### config.mk
export PLATFORM = sky130hd
export DESIGN_NAME = sksok_mul
export DESIGN_NICKNAME = d
export VERILOG_FILES = /design/src/sksok_pkg.sv /design/src/sksok_mul.sv
export SDC_FILE = /design/constraint.sdc
export NUM_CORES = 2
export LEC_CHECK = 0
export BUFFER_PORTS_ARGS = -buffer_cell sky130_fd_sc_hd__buf_2
export CORE_ASPECT_RATIO = 1.4
export CORE_MARGIN = 4
export CORE_UTILIZATION = 33
export CTS_CLUSTER_DIAMETER = 120
export DETAILED_ROUTE_END_ITERATION = 6
export PLACE_DENSITY = 0.47
export SKIP_CTS_REPAIR_TIMING = 1
export SYNTH_ARGS = -nofsm -noshare
export SYNTH_HDL_FRONTEND = slang
export SYNTH_SLANG_ARGS = --single-unit
export TNS_END_PERCENT = 10
### constraint.sdc
create_clock -name clk -period 8.6 [get_ports clk]
set_clock_uncertainty 0.05 [all_clocks]
set_input_delay 1.72 -clock clk [delete_from_list [all_inputs] [get_ports clk]]
set_output_delay 1.72 -clock clk [all_outputs]
set_load 0.01 [all_outputs]
### src/sksok_pkg.sv
// shared types, constants and helper functions for the second-order scalar kalman core
// used by the divider, the multiplier and the top level; depends on nothing
package sksok_pkg;

	localparam int FRAC_BITS_DEF = 16;

	localparam int DIV_W   = 96;
	localparam int DIV_LW  = 7;
	localparam int DEN_W   = 41;
	localparam int MUL_AW  = 64;
	localparam int MUL_KW  = 33;
	localparam int ADDR_W  = 5;

	localparam logic [63:0] PI_SQ_Q32 = 64'd42389628127;
	localparam logic [62:0] QUO_CAP   = 63'h4000_0000_0000_0000;
	localparam logic [39:0] VAR_MAX   = 40'hFF_FFFF_FFFF;

	localparam logic [31:0] RST_NOISE       = 32'd65536;
	localparam logic [31:0] RST_PROC_NOISE  = 32'd655360000;
	localparam logic [31:0] RST_PERIOD      = 32'd4294967;

	localparam logic [2:0] REG_NOISE_VALUE = 3'd0;
	localparam logic [2:0] REG_NOISE_RATE  = 3'd1;
	localparam logic [2:0] REG_NOISE_ACCEL = 3'd2;
	localparam logic [2:0] REG_PROC_NOISE  = 3'd3;
	localparam logic [2:0] REG_PERIOD      = 3'd4;

	typedef enum logic [2:0] {
		ST_IDLE,
		ST_ISSUE,
		ST_WAIT,
		ST_UPD,
		ST_FINAL
	} state_t;

	typedef enum logic [4:0] {
		OP_KV, OP_KR, OP_KA, OP_Q1, OP_Q2A, OP_Q2B,
		OP_MV, OP_MR, OP_MA,
		OP_PV, OP_PR, OP_PA, OP_T2, OP_T4,
		OP_XR, OP_XA, OP_RA, OP_VR, OP_VA4, OP_VA2
	} op_t;

	typedef struct packed {
		logic              start;
		logic [DIV_W-1:0]  num;
		logic [DIV_LW-1:0] len;
		logic [DEN_W-1:0]  den;
	} div_req_t;

	typedef struct packed {
		logic             busy;
		logic             done;
		logic [DIV_W-1:0] quo;
	} div_rsp_t;

	typedef struct packed {
		logic              start;
		logic [MUL_AW-1:0] a;
		logic [MUL_KW-1:0] k;
	} mul_req_t;

	typedef struct packed {
		logic              busy;
		logic              done;
		logic [MUL_AW-1:0] res;
	} mul_rsp_t;

	function automatic logic [31:0] sat32(input logic signed [65:0] v);
		logic [31:0] r;
		if (v > 66'sd2147483647) begin
			r = 32'h7FFF_FFFF;
		end else if (v < -66'sd2147483648) begin
			r = 32'h8000_0000;
		end else begin
			r = v[31:0];
		end
		return r;
	endfunction

	function automatic logic [39:0] satv(input logic [41:0] v);
		return (v > {2'b00, VAR_MAX}) ? VAR_MAX : v[39:0];
	endfunction

endpackage

### src/sksok_mul.sv
// fractional multiplier floor(a*k/2^32), k at most 2^32, two 32x32 partial products
// depends on sksok_pkg
module sksok_mul
	import sksok_pkg::*;
(
	input  logic     clk,
	input  logic     arst_n,
	input  mul_req_t req,
	output mul_rsp_t rsp
);

	logic [MUL_AW-1:0] a_q;
	logic [MUL_KW-1:0] k_q;
	logic [63:0]       pp_q;
	logic [31:0]       lo_q;
	logic [MUL_AW-1:0] res_q;
	logic [1:0]        ph_q;
	logic              busy_q;
	logic              done_q;

	logic [31:0] mul_a;

	assign mul_a = (ph_q == 2'd0) ? a_q[31:0] : a_q[63:32];

	always_ff @(posedge clk or negedge arst_n) begin
		if (!arst_n) begin
			busy_q <= 1'b0;
			done_q <= 1'b0;
			ph_q   <= '0;
		end else begin
			done_q <= 1'b0;
			if (req.start) begin
				busy_q <= 1'b1;
				ph_q   <= 2'd0;
			end else if (busy_q) begin
				ph_q <= ph_q + 2'd1;
				if (ph_q == 2'd2) begin
					busy_q <= 1'b0;
					done_q <= 1'b1;
				end
			end
		end
	end

	always_ff @(posedge clk) begin
		if (req.start) begin
			a_q <= req.a;
			k_q <= req.k;
		end else if (busy_q) begin
			case (ph_q)
				2'd0: pp_q <= mul_a * k_q[31:0];
				2'd1: begin
					lo_q <= pp_q[63:32];
					pp_q <= mul_a * k_q[31:0];
				end
				default: begin
					// k of exactly one keeps a unchanged
					res_q <= k_q[32] ? a_q : pp_q + {32'b0, lo_q};
				end
			endcase
		end
	end

	assign rsp.busy = busy_q;
	assign rsp.done = done_q;
	assign rsp.res  = res_q;

	a_fixed_latency: assert property (@(posedge clk) disable iff (!arst_n)
		req.start && !busy_q |-> ##4 done_q)
		else $error("multiplier latency broken");

endmodule

---- Yosys cells after proc, flatten, opt, wreduce, memory -nomap -nowiden ----
Index checks and enable logic that the tools add are counted.
word-level totals
  bits of input ports ..................... 100
  memory bits (read-only) ................. 0
  bits in latches ......................... 0
  register bits ........................... 261
  logic and storage cells ................. 31
  memories kept ........................... 0
  bits in writable memories ............... 0
cells by class
  $lt $le $gt $ge ......................... 0
  eq/ne operators ......................... 2
  reductions and logical operators ........ 6
  shift-type cells ........................ 0
  multiplexer cells ....................... 10
  $add $sub $neg .......................... 2
  div/mod/pow operators ................... 0
  bitwise logic cells ..................... 2
  multiply operators ...................... 1
operator list
  kind                 count
  $add 64x32->64       1
  $mul 32x32->64       1
  $mux 64              1
  $mux 32              1
  $reduce_and 3->1     3
  $mux 1               6
  $mux 2               2
  $add 2x1->2 const B  1
  $eq 2x1->1 const B   1
  $eq 2x2->1 const B   1
  $logic_not 2->1      1
  $not 1->1            2
  $reduce_bool 2->1    1
  $reduce_or 2->1      1

---- Logic depth before layout (Yosys ltp) ----
  depth in word-level cells ............... 4
  gate-level depth with buffers ........... 34

---- Least setup slack after synthesis ----
No wires, ideal clock.
  path kind ............................... register to register
  start point ............................. reg ph_q[0]
  end point ............................... reg pp_q[50] (data pin)
  data arrival time ....................... 8.198 ns
  period minus slack after synthesis ...... 8.508 ns
  stages on the path, launching flop included .. 32
  path slack .............................. 0.092 ns
  setup time .............................. 0.260 ns
  path through ............................ dfrtp_1 -> inv_1 -> ha_1 -> clkbuf_1 -> clkbuf_1 -> mux2_2 -> clkbuf_1 -> and2_1 -> fa_1 -> inv_1 -> fa_1 -> fa_1 -> inv_1 -> fa_1 -> fa_1 -> fa_1 -> fa_1 -> inv_1 -> fa_1 -> inv_1 -> ha_1 -> clkbuf_1 -> a21oi_1 -> o21ai_0 -> a21o_1 -> a31oi_1 -> a31oi_1 -> o21ai_2 -> o31ai_4 -> a31o_2 -> a41oi_2 -> xnor2_1
on the way
  word-level cells in the longest chain between the ends .. 3
RTL lines
  element                 RTL line                          text
  start, declared         sksok_mul.sv:17                   logic [1:0] ph_q;
  start signal, assigned  sksok_mul.sv:36                   ph_q <= ph_q + 2'd1;
  $logic_not 2->1         sksok_mul.sv:23, sksok_mul.sv:50
  $mux 32                 sksok_mul.sv:23                   assign mul_a = (ph_q == 2'd0) ? a_q[31:0] : a_q[63:32];
  $mul 32x32->64          sksok_mul.sv:51, sksok_mul.sv:54
  end signal, assigned    sksok_mul.sv:51                   2'd0: pp_q <= mul_a * k_q[31:0];
  end signal, assigned    sksok_mul.sv:54                   pp_q <= mul_a * k_q[31:0];
  end, declared           sksok_mul.sv:14                   logic [63:0] pp_q;
Every way passes these cells.
A chain may end at the register's enable or synchronous reset.

---- Worst setup path after layout ----
  start point ............................. reg ph_q[1]
  end point ............................... reg pp_q[59] (data pin)
The elaborated chain is that of the path after synthesis.

==> impl_metrics.env <==
export IMPL_run_status="finished clean"
export IMPL_worstSkewPairLatency_ns=0.62
export IMPL_layout_commonest_cell="inv_1"
export IMPL_period_needed_ns=8.44
export IMPL_slowest_stage="fa_1"
export IMPL_grt_pass1_vias=35500
export IMPL_slew_viol_final=0
export IMPL_synth_top_cell_by_area="fa_1"
export IMPL_dp_hpwl_um=122000
export IMPL_ff2ff_setup_slack_ns=0.16
export IMPL_fp_dieH_um=443
export IMPL_final_cell_mix="inv_1 (921), fa_1 (881), and2_1 (581)"
export IMPL_totalWireLength_um=144000
export IMPL_worstSetupPathType="reg -> reg"
export IMPL_post_drt_wl_per_cell_um=21.9
export IMPL_pre_cts_ws_ns=-0.546
export IMPL_place_gp_congestion=0.874
export IMPL_coreArea_um2=134000
export IMPL_cap_viol_max_count=0
export IMPL_relSlewSlack_pct=36.5
export IMPL_cts_tree="built"
export IMPL_crit_path_frequent_cell="fa_1"
export IMPL_async_reset_ff_share_pct=1.53
export IMPL_cts_buffers=28
export IMPL_synth_area_um2=44700
export IMPL_grt_max_degree=89
export IMPL_grt_use_total_pct=20.5
export IMPL_synth_edf_count=257
export IMPL_synth_flop_cell="edfxtp_1"
export IMPL_synthTopCellsByArea="fa_1 (40%), edfxtp_1 (17%), ha_1 (8.3%)"
export IMPL_hold_path_class="reg -> reg"
export IMPL_io_buffers=165
export IMPL_end_kind="flop"
export IMPL_die_area_um2=141000
export IMPL_io_pins=166
export IMPL_grt_pass1_wl_um=220000
export IMPL_syn_inst=4488
export IMPL_initial_core_util_pct=33.3
export IMPL_yosysTopAreaCellShare_pct=40.2
export IMPL_crit_path_start_kind="flop"
export IMPL_drt_iter0_drc=1488
export IMPL_period_share_pct=98.1
export IMPL_cts_max_path_buffers=3
export IMPL_cp_num_buf_inv=10
export IMPL_synth_distinct_cells=73
export IMPL_clkTransAtPathRegs_ns=0.06
export IMPL_areaGrowthSynthToFinish_pct=15.3
export IMPL_setup_violations_final=0
export IMPL_grt_ovfl_total=0
export IMPL_cp_data_required_time_ns=8.92
export IMPL_finalHoldViolCount=0
export IMPL_fmax_mhz=119
export IMPL_tightest_slew_ns=0.952
export IMPL_seq_area_frac_synth_pct=17.5
export IMPL_drive_gt1_share_pct=14.7
export IMPL_mappedNetlistNets=5783
export IMPL_final_core_util_pct=38.3
export IMPL_die_x_um=319
export IMPL_cts_root_buffer="clkbuf_16"
export IMPL_cts_htree_levels=1
export IMPL_cts_sinks=261
export IMPL_ys_seq_elements=261
export IMPL_rsz0062_at_grt="true"
export IMPL_drt_pre_antenna_iters=5
export IMPL_drcViolationCount=0
export IMPL_fin_tns_setup_ns=0
export IMPL_critical_path_top_delay_family="adder cells"
export IMPL_vias=31700
export IMPL_antenna_left=0
export IMPL_path_max_fanout=11
export IMPL_cpPeakStageDelay_ns=0.57
export IMPL_arrival_ns=8.75
export IMPL_ys_warn_count=0
export IMPL_antenna_found_initial=2
export IMPL_setup_slack_ns=0.163
export IMPL_synth_area_per_cell_um2=9.95
export IMPL_nets=6106
export IMPL_rows=159
export IMPL_viasPerCell=4.79
## cells by family (layout without fill, tap and decap cells)
kind of cell / count (synthesis) / count (layout) / share of synthesized area (%)
buffers and inverters: 1170 / 1512 / 9.94
other: 0 / 5 / 0
AO/OA/AOI/OAI: 366 / 366 / 5.27
flip-flops: 261 / 261 / 17.5
XOR/XNOR: 121 / 121 / 2.37
multiplexers: 50 / 50 / 1.25
AND/OR/NAND/NOR: 1325 / 1325 / 15.1
adder cells (fa/ha/maj): 1195 / 1195 / 48.6
## layer usage
layer  GRT usage, %  wire length [um]
met2           39.5             78800
met5              0                13
met4           8.01              7010
met3           2.04              5100
met1           23.1             53500
## registers in the layout, summed over array words and instances (netlist names)
register	count
done_q	1
k_q	33
ph_q	2
busy_q	1
pp_q	64
res_q	64
lo_q	32
a_q	64
## cells in the mapped netlist (13+ instances only)
cell type and instances:
inv_1 925, fa_1 897, and2_1 582, nand2_1 569, ha_1 298, edfxtp_1 257, clkbuf_1 228, o21ai_0 102
a21oi_1 96, xnor2_1 73, a21o_1 68, mux2_2 48, xor2_1 48, nor2_1 47, nand4_1 32, and3_1 25
nand3_1 23, o21bai_1 13
## cell type report
cell class / count / area (um2)
fillers: 13500 / 82800
multi-input cells: 3057 / 32800
flip-flops and latches: 261 / 7820
repair buffers: 538 / 4260
inverters: 925 / 3470
well taps: 1771 / 2220
clock buffers: 35 / 727
clock inverters: 14 / 138
diodes: 5 / 12.5
## metrics by stage
stage / hold slack [ns] / cell area (um2) / std cells
5_1_grt: 0.469 / 51500 / 6601
4_1_cts: 0.461 / 50900 / 6586
3_5_place_dp: 0.447 / 50100 / 6537
3_3_place_gp: 0.445 / 50100 / 6537
2_1_floorplan: 0.398 / 44700 / 4488
6_report: 0.452 / 51500 / 6606
## worst paths after layout
check,from,depth (start not counted),to
worst max register to register,ph_q[1]$_DFFE_PN0P_,31,pp_q[59]$_DFFE_PP_
worst min register to register,pp_q[63]$_DFFE_PP_,0,lo_q[31]$_DFFE_PP_
max in group asynchronous,arst_n,1,done_q$_DFF_PN0_
worst max-delay path,ph_q[1]$_DFFE_PN0P_,31,pp_q[59]$_DFFE_PP_
min in group asynchronous,arst_n,1,ph_q[0]$_DFFE_PN0P_
worst min-delay path,pp_q[63]$_DFFE_PP_,0,lo_q[31]$_DFFE_PP_
Power is left out: the tool's default activity adds up to more than one toggle a clock period on the data nets, which glitch-free logic cannot reach.
