===== config.mk =====
export PLATFORM = sky130hd
export DESIGN_NAME = sksok_div
export DESIGN_NICKNAME = d
export VERILOG_FILES = /design/src/sksok_pkg.sv /design/src/sksok_div.sv
export SDC_FILE = /design/constraint.sdc
export NUM_CORES = 1
export LEC_CHECK = 0
export ABC_AREA = 0
export BUFFER_PORTS_ARGS = -buffer_cell sky130_fd_sc_hd__buf_2
export CORE_MARGIN = 4
export CORE_UTILIZATION = 40
export CTS_CLUSTER_DIAMETER = 40
export CTS_CLUSTER_SIZE = 28
export DETAILED_ROUTE_END_ITERATION = 12
export GPL_TIMING_DRIVEN = 0
export RECOVER_POWER = 25
export SLEW_MARGIN = 10
export SYNTH_ARGS = -nofsm -noshare
export SYNTH_HDL_FRONTEND = slang
export SYNTH_SLANG_ARGS = --single-unit

===== constraint.sdc =====
create_clock -name clk -period 4.3 [get_ports clk]
set_clock_uncertainty 0.05 [all_clocks]
set_input_delay 0.645 -clock clk [delete_from_list [all_inputs] [get_ports clk]]
set_output_delay 0.645 -clock clk [all_outputs]
set_load 0.02 [all_outputs]

===== src/sksok_pkg.sv =====
// shared types, constants and helper functions for the second-order scalar kalman core
// used by the divider, the multiplier and the top level; depends on nothing
package sksok_pkg;

	localparam int FRAC_BITS_DEF = 16;

	localparam int DIV_W   = 96;
	localparam int DIV_LW  = 7;
	localparam int DEN_W   = 41;
	localparam int MUL_AW  = 64;
	localparam int MUL_KW  = 33;
	localparam int ADDR_W  = 5;

	localparam logic [63:0] PI_SQ_Q32 = 64'd42389628127;
	localparam logic [62:0] QUO_CAP   = 63'h4000_0000_0000_0000;
	localparam logic [39:0] VAR_MAX   = 40'hFF_FFFF_FFFF;

	localparam logic [31:0] RST_NOISE       = 32'd65536;
	localparam logic [31:0] RST_PROC_NOISE  = 32'd655360000;
	localparam logic [31:0] RST_PERIOD      = 32'd4294967;

	localparam logic [2:0] REG_NOISE_VALUE = 3'd0;
	localparam logic [2:0] REG_NOISE_RATE  = 3'd1;
	localparam logic [2:0] REG_NOISE_ACCEL = 3'd2;
	localparam logic [2:0] REG_PROC_NOISE  = 3'd3;
	localparam logic [2:0] REG_PERIOD      = 3'd4;

	typedef enum logic [2:0] {
		ST_IDLE,
		ST_ISSUE,
		ST_WAIT,
		ST_UPD,
		ST_FINAL
	} state_t;

	typedef enum logic [4:0] {
		OP_KV, OP_KR, OP_KA, OP_Q1, OP_Q2A, OP_Q2B,
		OP_MV, OP_MR, OP_MA,
		OP_PV, OP_PR, OP_PA, OP_T2, OP_T4,
		OP_XR, OP_XA, OP_RA, OP_VR, OP_VA4, OP_VA2
	} op_t;

	typedef struct packed {
		logic              start;
		logic [DIV_W-1:0]  num;
		logic [DIV_LW-1:0] len;
		logic [DEN_W-1:0]  den;
	} div_req_t;

	typedef struct packed {
		logic             busy;
		logic             done;
		logic [DIV_W-1:0] quo;
	} div_rsp_t;

	typedef struct packed {
		logic              start;
		logic [MUL_AW-1:0] a;
		logic [MUL_KW-1:0] k;
	} mul_req_t;

	typedef struct packed {
		logic              busy;
		logic              done;
		logic [MUL_AW-1:0] res;
	} mul_rsp_t;

	function automatic logic [31:0] sat32(input logic signed [65:0] v);
		logic [31:0] r;
		if (v > 66'sd2147483647) begin
			r = 32'h7FFF_FFFF;
		end else if (v < -66'sd2147483648) begin
			r = 32'h8000_0000;
		end else begin
			r = v[31:0];
		end
		return r;
	endfunction

	function automatic logic [39:0] satv(input logic [41:0] v);
		return (v > {2'b00, VAR_MAX}) ? VAR_MAX : v[39:0];
	endfunction

endpackage


===== src/sksok_div.sv =====
// restoring divider, one quotient bit per cycle, numerator left aligned with a bit count
// depends on sksok_pkg
module sksok_div
	import sksok_pkg::*;
(
	input  logic     clk,
	input  logic     arst_n,
	input  div_req_t req,
	output div_rsp_t rsp
);

	logic [DIV_W-1:0]  num_q;
	logic [DIV_W-1:0]  quo_q;
	logic [DEN_W-1:0]  rem_q;
	logic [DEN_W-1:0]  den_q;
	logic [DIV_LW-1:0] cnt_q;
	logic              busy_q;
	logic              done_q;

	logic [DEN_W:0] trial;
	logic           ge;

	assign trial = {rem_q, num_q[DIV_W-1]};
	assign ge    = trial >= {1'b0, den_q};

	always_ff @(posedge clk or negedge arst_n) begin
		if (!arst_n) begin
			busy_q <= 1'b0;
			done_q <= 1'b0;
			cnt_q  <= '0;
		end else begin
			done_q <= 1'b0;
			if (req.start) begin
				busy_q <= 1'b1;
				cnt_q  <= req.len;
			end else if (busy_q) begin
				cnt_q <= cnt_q - 1'b1;
				if (cnt_q == DIV_LW'(1)) begin
					busy_q <= 1'b0;
					done_q <= 1'b1;
				end
			end
		end
	end

	always_ff @(posedge clk) begin
		if (req.start) begin
			num_q <= req.num;
			den_q <= req.den;
			rem_q <= '0;
			quo_q <= '0;
		end else if (busy_q) begin
			num_q <= {num_q[DIV_W-2:0], 1'b0};
			rem_q <= ge ? DEN_W'(trial - {1'b0, den_q}) : trial[DEN_W-1:0];
			quo_q <= {quo_q[DIV_W-2:0], ge};
		end
	end

	assign rsp.busy = busy_q;
	assign rsp.done = done_q;
	assign rsp.quo  = quo_q;

	a_last_bit_done: assert property (@(posedge clk) disable iff (!arst_n)
		busy_q && !req.start && cnt_q == DIV_LW'(1) |=> done_q && !busy_q)
		else $error("divider did not finish after its last bit");

endmodule


# [Word-level counts from Yosys, hierarchy flattened]
# Cells that the tools add are included.
[word_totals] register_bits=283 word_cells=23 output_inout_bits=98 inputBits=147
[op_classes] order_cmp=1 eq_ne=1 add_sub_neg=2 n_mux=11 reduce_logical=1
[op_table] operator="96-bit two-way mux" n=2
[op_table] operator="42-bit by 41-bit greater-or-equal comparator with 1-bit output" n=1
[op_table] operator="41-bit two-way mux" n=1
[op_table] operator="41-bit subtractor" n=1
[op_table] operator="7-bit two-way mux" n=2
[op_table] operator="7-bit by 1-bit equality test with 1-bit output (second input constant)" n=1
[op_table] operator="7-bit by 1-bit subtractor with 7-bit output (second input constant)" n=1
[op_table] operator="1-bit two-way mux" n=6
[op_table] operator="2-bit nonzero test" n=1

# [Depth between registers and ports, before layout]
# Gate-level depths: netlist (run 1).
[logic_depth] ltp_word=4 ltp_mapped=15 ltp_nobuf=13

# [Worst setup path before layout (run 1)]
# Ideal clock, no wire load.
[synth_timing] path_type="input -> register" startpoint="in req[144] in the netlist's numbering" endpoint="reg num_q[0] (enable)" required_time_ns=3.800 cell_stages=3 setup_ns=0.450 path_buffers=1 path_slack_ns=0.907 arrival_time_ns=2.893 path_cell_list="clkbuf_1 > nor2_1 > inv_1"
[synth_between] elab_chain_cells=1
[synth_lines] item="start, declared" line_no="sksok_div.sv:8" source="input div_req_t req,"
[synth_lines] item="2-bit nonzero test (no source line)"
[synth_lines] item="end signal, assigned" line_no="sksok_div.sv:48" source="num_q <= req.num;"
[synth_lines] item="end signal, assigned" line_no="sksok_div.sv:53" source="num_q <= {num_q[DIV_W-2:0], 1'b0};"
[synth_lines] item="end, declared" line_no="sksok_div.sv:12" source="logic [DIV_W-1:0] num_q;"
# No other way between the ends.
# A chain may end at the register's enable or synchronous reset.

# [Worst setup path in the final report (run 1)]
[layout_timing] startpoint="reg num_q[95]" endpoint="reg rem_q[34]"
[layout_between] elab_chain_cells=2 word_cells_on_any_way=3 classes_between="add/sub (1); order compare (1); mux (1)"
[layout_lines] item="41-bit subtractor or 42-bit by 41-bit greater-or-equal comparator with 1-bit output (tied branches)" line_no="sksok_div.sv:54, sksok_div.sv:24"
[layout_lines] item="41-bit two-way mux *" line_no="sksok_div.sv:54" source="rem_q <= ge ? DEN_W'(trial - {1'b0, den_q}) : trial[DEN_W-1:0];"
[layout_lines] item="end signal, assigned" line_no="sksok_div.sv:54"
[layout_lines] item="end, declared" line_no="sksok_div.sv:14" source="logic [DEN_W-1:0] rem_q;"
# Every way passes the cells marked *; elsewhere a longest branch is shown, timed or not.

==> metrics.yaml, run 1 <==
status: "complete, no violations"
grt_pass1_vias: 10000
layout-drive-gt1-share_pct: 26.7
p_clk_share_pct: 40.4
wl_per_cell_um: 16.9
min_period_ns: 3.36
setup_viol: 0
drt_iter0_markers: 552
clock_sinks: 283
end_kind: "register"
worst_ep_required_time_ns: 4.71
p_comb_share_pct: 25.3
ios: 245
max_slew_margin_pct: 33.0
ys_types: 60
die-width_um: 190
final_cell_mix: "205 x buf_2, 154 x nor2_1, 137 x edfxtp_1, 137 x dfxtp_1, 121 x mux2i_1"
grt_util_all_layers_pct: 18.2
clock-root-buffer: "clkbuf_16"
synth_edf_count: 137
crit-reg2reg-launch: "num_q[95]"
route.vias.total: 9688
syn_to_final_growth_pct: 26.4
htree_levels: 2
numCtsBuffers: 47
ys_seq_elements: 283
hold_violations: 0
tightest_slew_ns: 1.01
grt_pass1_wl_um: 53200
switching_share_pct: 30.4
leakage_nw: 7.63
antenna_found_initial: 17
nFillCells: 3022
cp_slowest_cell: "clkbuf_1"
drtAntennaViolNets: 0
clockBufferDepth: 3
min_from: "req[32]"
max_stage_delay_ns: 0.47
syn_inst: 1167
ctsHoldBuffers: 1
yosysSeqAreaShare_pct: 53.6
drv_cap: 0
syn-mean-instance-area_um2: 11.3
arrival_ns: 3.78
syn_nets: 1358
p_switching_w: 0.00301
ys.flop_type: "edfxtp_1"
yosys_warnings: 0
via_per_inst: 4.98
critPathBufInv: 3
layout_setup_ws_ns: 0.938
path_max_fanout: 10
dr.pass1.iters: 5
min_period_over_period_pct: 78.2
total_power_w: 0.00989
p_seq_share_pct: 34.3
grt_setup_unrepaired: "no"
worst_skew_pair.late_latency_ns: 0.57
crit_top_cell: "inv_1"
drv_slew: 0
routabilityCongestion: 0.839
synth_area_um2: 13200
grt_max_degree: 60
worstPathCellList: "inv_1 > ha_1 > inv_1 > fa_1 > a21o_1 > a221oi_2 > nand2b_1 > a31oi_1 > o211ai_1 > clkbuf_1 > nand3_1 > a311oi_1"
cts_tree: "done"
cp-start-kind: "register"
overflow: 0
hp-class: "primary input to register"
place_hpwl_um: 23600
die_h_um: 190
nets: 1653
path_clk_slew_ns: 0.06
p_per_area_nw_per_um2: 592
cts_resized: 0
rows: 66
setup.worst_path.start: "num_q[95]"
wl_um: 32900
regArea_um2: 7080
whs_ns: 0.203
p_int_w: 0.00688
worstSetupPathType: "register to register"
multi_input_area_um2: 5630
dieArea_um2: 36000
ir_worst_vdd_v: 0.000456
start_util_pct: 40.6
drc_errors: 0
cp_top_family: "compound AO/OA/AOI/OAI gates"
pre_cts_ws_ns: 0.655
core_area_um2: 32500
max_freq_ghz: 0.297
portBuffers: 244
async_flop_share_pct: 3.18
post_cts_buffers: 0
final_common_cell: "buf_2"
-- registers in the layout, summed over array words and instances (netlist names) --
signal  cells
done_q      1
quo_q      96
busy_q      1
rem_q      41
num_q      96
den_q      41
cnt_q       7
-- Yosys cell counts, types with 2 or more instances --
library cell | number | area (um2)
a21oi_1 | 43 | 215
mux2_2 | 96 | 1080
o21ai_1 | 15 | 75.1
dfrtp_1 | 9 | 225
edfxtp_1 | 137 | 4110
buf_4 | 6 | 45.0
a21o_1 | 18 | 135
mux2i_1 | 121 | 1210
o2111ai_1 | 2 | 17.5
xor2_1 | 17 | 149
o211ai_1 | 4 | 30.0
or3_1 | 3 | 18.8
and3_1 | 4 | 25.0
inv_1 | 54 | 203
a221oi_1 | 2 | 17.5
clkbuf_1 | 53 | 199
o21ai_0 | 27 | 135
nand2b_1 | 7 | 43.8
buf_2 | 4 | 20.0
nor2b_1 | 3 | 18.8
a211oi_1 | 25 | 188
dfxtp_1 | 137 | 2740
nand3b_1 | 2 | 15.0
nand3_1 | 20 | 100
o22ai_1 | 2 | 12.5
nor3_1 | 11 | 55.1
and2_1 | 3 | 18.8
buf_1 | 3 | 11.3
o21a_1 | 3 | 22.5
ha_1 | 43 | 538
nor4_1 | 3 | 18.8
a311oi_1 | 11 | 96.3
a211oi_2 | 2 | 25.0
o21bai_1 | 4 | 30.0
xnor2_1 | 24 | 210
nor2_1 | 154 | 578
nand4_1 | 13 | 81.3
nand2_1 | 55 | 206
a31oi_1 | 6 | 37.5
-- power groups by stage --
stage / Combinational (W) / Sequential, W / Clock, W
after global placement: 0.00245 / 0.00344 / 0
final: 0.00250 / 0.00339 / 0.00400
after floorplan: 0.00196 / 0.00338 / 0
after detailed placement: 0.00248 / 0.00344 / 0
after CTS: 0.00250 / 0.00339 / 0.00408
after global routing: 0.00281 / 0.00343 / 0.00422
-- final cells by class --
class	instances	area share, %
antenna	4	0.0600
clock buffer	57	8.22
buffer	67	1.72
timing repair buffer	246	7.22
sequential	283	42.4
multi-input combinational	763	33.7
inverter	54	1.23
tap	442	3.31
clock inverter	29	2.09
-- routing by layer --
| layer | vias up | GRT usage (%) | wire length (um) |
|---|---|---|---|
| li1 | 4792 | - | - |
| met1 | 4548 | 22.7 | 13800 |
| met2 | 245 | 29.7 | 15500 |
| met5 | - | 0 | 191 |
| met3 | 77 | 7.43 | 2870 |
| met4 | 26 | 4.81 | 612 |
-- worst paths after layout --
| kind | slack [ns] | to | cells after the start |
|---|---|---|---|
| setup / recovery | 0.94 | rem_q[34] | 12 |
| hold / removal | 0.20 | den_q[32] | 1 |
| setup reg to reg | 0.94 | rem_q[34] | 12 |
| hold reg to reg | 0.44 | rem_q[2] | 2 |
| max in group asynchronous | 3.28 | cnt_q[3] | 2 |
| min in group asynchronous | 0.57 | cnt_q[2] | 2 |
-- worst reg2reg max path, stage by stage (launching register included) --
cell      delay, ns
edfxtp_1       0.36
inv_1          0.08
ha_1           0.16
inv_1          0.05
fa_1           0.41
a21o_1         0.22
a221oi_2       0.41
nand2b_1       0.19
a31oi_1        0.13
o211ai_1       0.24
clkbuf_1       0.47
nand3_1        0.16
a311oi_1       0.32
-- logic make-up (layout without fill, tap and decap cells) --
kind of cell	count (synthesis)	after routing	share of synthesized area (%)
other	0	4	0
AO/OA/AOI/OAI	177	177	8.95
AND/OR/NAND/NOR	283	283	9.29
adder cells (fa/ha/maj)	44	44	4.23
flip-flops	283	283	53.6
multiplexers	218	218	17.5
XOR/XNOR	41	41	2.72
buffers and inverters	121	453	3.71
-- stage by stage --
stage | setup TNS, ns | area [um2] | util (%) | std cells
after floorplan | 0 | 13200 | - | 1167
after global placement | -103.03 | 15000 | 46.0 | 1853
after detailed placement | 0 | 15000 | 46.1 | 1854
after CTS | 0 | 16700 | 51.4 | 1941
after global routing | 0 | 16700 | 51.3 | 1944
final | 0 | 16700 | 51.3 | 1945
(Power assumes the default switching activity.)
==> inputs of run 2 (changes only) <==
==> constraint.sdc (replaced) <==
create_clock -name clk -period 2.73 [get_ports clk]
set_clock_uncertainty 0.05 [all_clocks]
set_input_delay 0.4095 -clock clk [delete_from_list [all_inputs] [get_ports clk]]
set_output_delay 0.4095 -clock clk [all_outputs]
set_load 0.02 [all_outputs]
==> metrics.yaml, run 2 (synthesized netlist as in run 1, its figures left out) <==
via_per_inst: 4.99
dieArea_um2: 36000
grt_pass1_wl_um: 52300
drtAntennaViolNets: 0
p_per_area_nw_per_um2: 879
wl_per_cell_um: 16.7
nets: 1691
tightest_slew_ns: 0.843
grt_max_degree: 43
cp-start-kind: "register"
worstSetupPathType: "register to register"
ios: 245
clock_sinks: 283
path_max_fanout: 5
clock-root-buffer: "clkbuf_16"
wl_um: 33100
layout-drive-gt1-share_pct: 28.8
fin_tns_setup_ns: -8.66
hold_violations: 0
antenna_found_initial: 13
crit_top_cell: "inv_2"
max_slew_margin_pct: 43.8
min_period_over_period_pct: 110
numCtsBuffers: 43
min_period_ns: 3.01
worstPathCellList: "inv_2 > ha_4 > inv_2 > fa_2 > a21o_1 > a221oi_4 > nand2b_4 > a31oi_4 > o211ai_1 > nand2_2 > buf_6 > mux2_4 > a211oi_2"
grt_setup_unrepaired: "yes"
setup_viol: 41
route.vias.total: 9871
post-route-util_pct: 52.3
cp_slowest_cell: "edfxtp_1"
start_util_pct: 40.6
overflow: 0
place_hpwl_um: 23700
arrival_ns: 3.41
whs_ns: 0.0188
max_stage_delay_ns: 0.37
drc_errors: 0
worst_skew_pair.late_latency_ns: 0.55
hp-class: "primary input to register"
die-width_um: 190
htree_levels: 2
routabilityCongestion: 0.839
violations: "setup timing"
worst_ep_required_time_ns: 3.13
rows: 66
core_area_um2: 32500
grt_util_all_layers_pct: 17.9
drv_cap: 0
status: "finished, violations left"
critPathBufInv: 3
leakage_nw: 7.77
end_kind: "register"
die_h_um: 190
final_common_cell: "buf_2"
layout_setup_ws_ns: -0.275
drt_iter0_markers: 367
dr.pass1.iters: 5
drv_slew: 0
cp_top_family: "compound AO/OA/AOI/OAI gates"
cts_tree: "done"
grt_pass1_vias: 9981
final_cell_mix: "216 x buf_2, 150 x nor2_1, 137 x edfxtp_1, 137 x dfxtp_1, 121 x mux2i_1"
portBuffers: 244
path_clk_slew_ns: 0.06
top_regs: "num_q x96, quo_q x96"
clockBufferDepth: 3
max_freq_ghz: 0.333
syn_to_final_growth_pct: 28.8
ir_worst_vdd_v: 0.000571
run 2: worst register-to-register path, stage by stage, from the launching register on:
cell      delay, ns
edfxtp_1       0.37
inv_2          0.08
ha_4           0.13
inv_2          0.03
fa_2           0.34
a21o_1         0.21
a221oi_4       0.35
nand2b_4       0.21
a31oi_4        0.09
o211ai_1       0.25
nand2_2        0.16
buf_6          0.18
mux2_4         0.30
a211oi_2       0.16
run 2: layout make-up:
| type | count | area (um2) |
|---|---|---|
| Clock buffer | 48 | 1110 |
| Fill cell | 2998 | 15500 |
| Multi-Input combinational cell | 763 | 5800 |
| Clock inverter | 30 | 285 |
| Antenna cell | 5 | 12.5 |
| Sequential cell | 283 | 7080 |
| Inverter | 54 | 206 |
| Timing Repair Buffer | 292 | 1660 |
| Buffer | 63 | 292 |
| Tap cell | 442 | 553 |
run 2: final timing paths:
kind                            slack, ns  cells after the start       from        end
worst max-delay path                -0.28                     13  num_q[95]   rem_q[0]
worst min-delay path                 0.02                      1     req[6]   den_q[6]
worst max register to register      -0.28                     13  num_q[95]   rem_q[0]
worst min register to register       0.44                      2  rem_q[27]  rem_q[27]
max in group asynchronous            1.96                      2     arst_n   cnt_q[6]
min in group asynchronous            0.32                      2     arst_n   cnt_q[1]
run 2: routing by layer:
layer | wire, um | up-vias | GRT usage (%) | part of all wire, %
met1 | 14200 | 4667 | 22.2 | 43
met4 | 604 | 20 | 4.37 | 1.8
met5 | 115 | - | 0 | 0.35
met2 | 15400 | 241 | 29.4 | 46
met3 | 2840 | 68 | 7.34 | 8.6
li1 | - | 4875 | - | -
run 2: timing repair:
item | CTS | global route
setup endpoints to repair | 189 | 42
cloned | 1 | 0
resized for setup | 22 | 17
pin swaps | 8 | 13
hold endpoints to repair | 46 | 0
buffers inserted | 4 | 3
hold buffers | 38 | 0
run 2: power by group:
part	leakage [nW]	switching (W)	total [W]	internal, W
registers	2.63	0.000340	0.00535	0.00501
logic	4.44	0.00236	0.00429	0.00193
clock network	0.691	0.00211	0.00531	0.00321
run 2: through the flow:
step | total power, W | cells | instance area, um2 | setup WS (ns)
after detailed placement | 0.00933 | 1855 | 15000 | -0.725
after CTS | 0.0149 | 1976 | 16900 | -0.314
after floorplan | 0.00840 | 1167 | 13200 | -0.0188
after global placement | 0.00928 | 1853 | 15000 | -1.44
after global routing | 0.0158 | 1978 | 17000 | -0.409
final | 0.0149 | 1980 | 17000 | -0.275
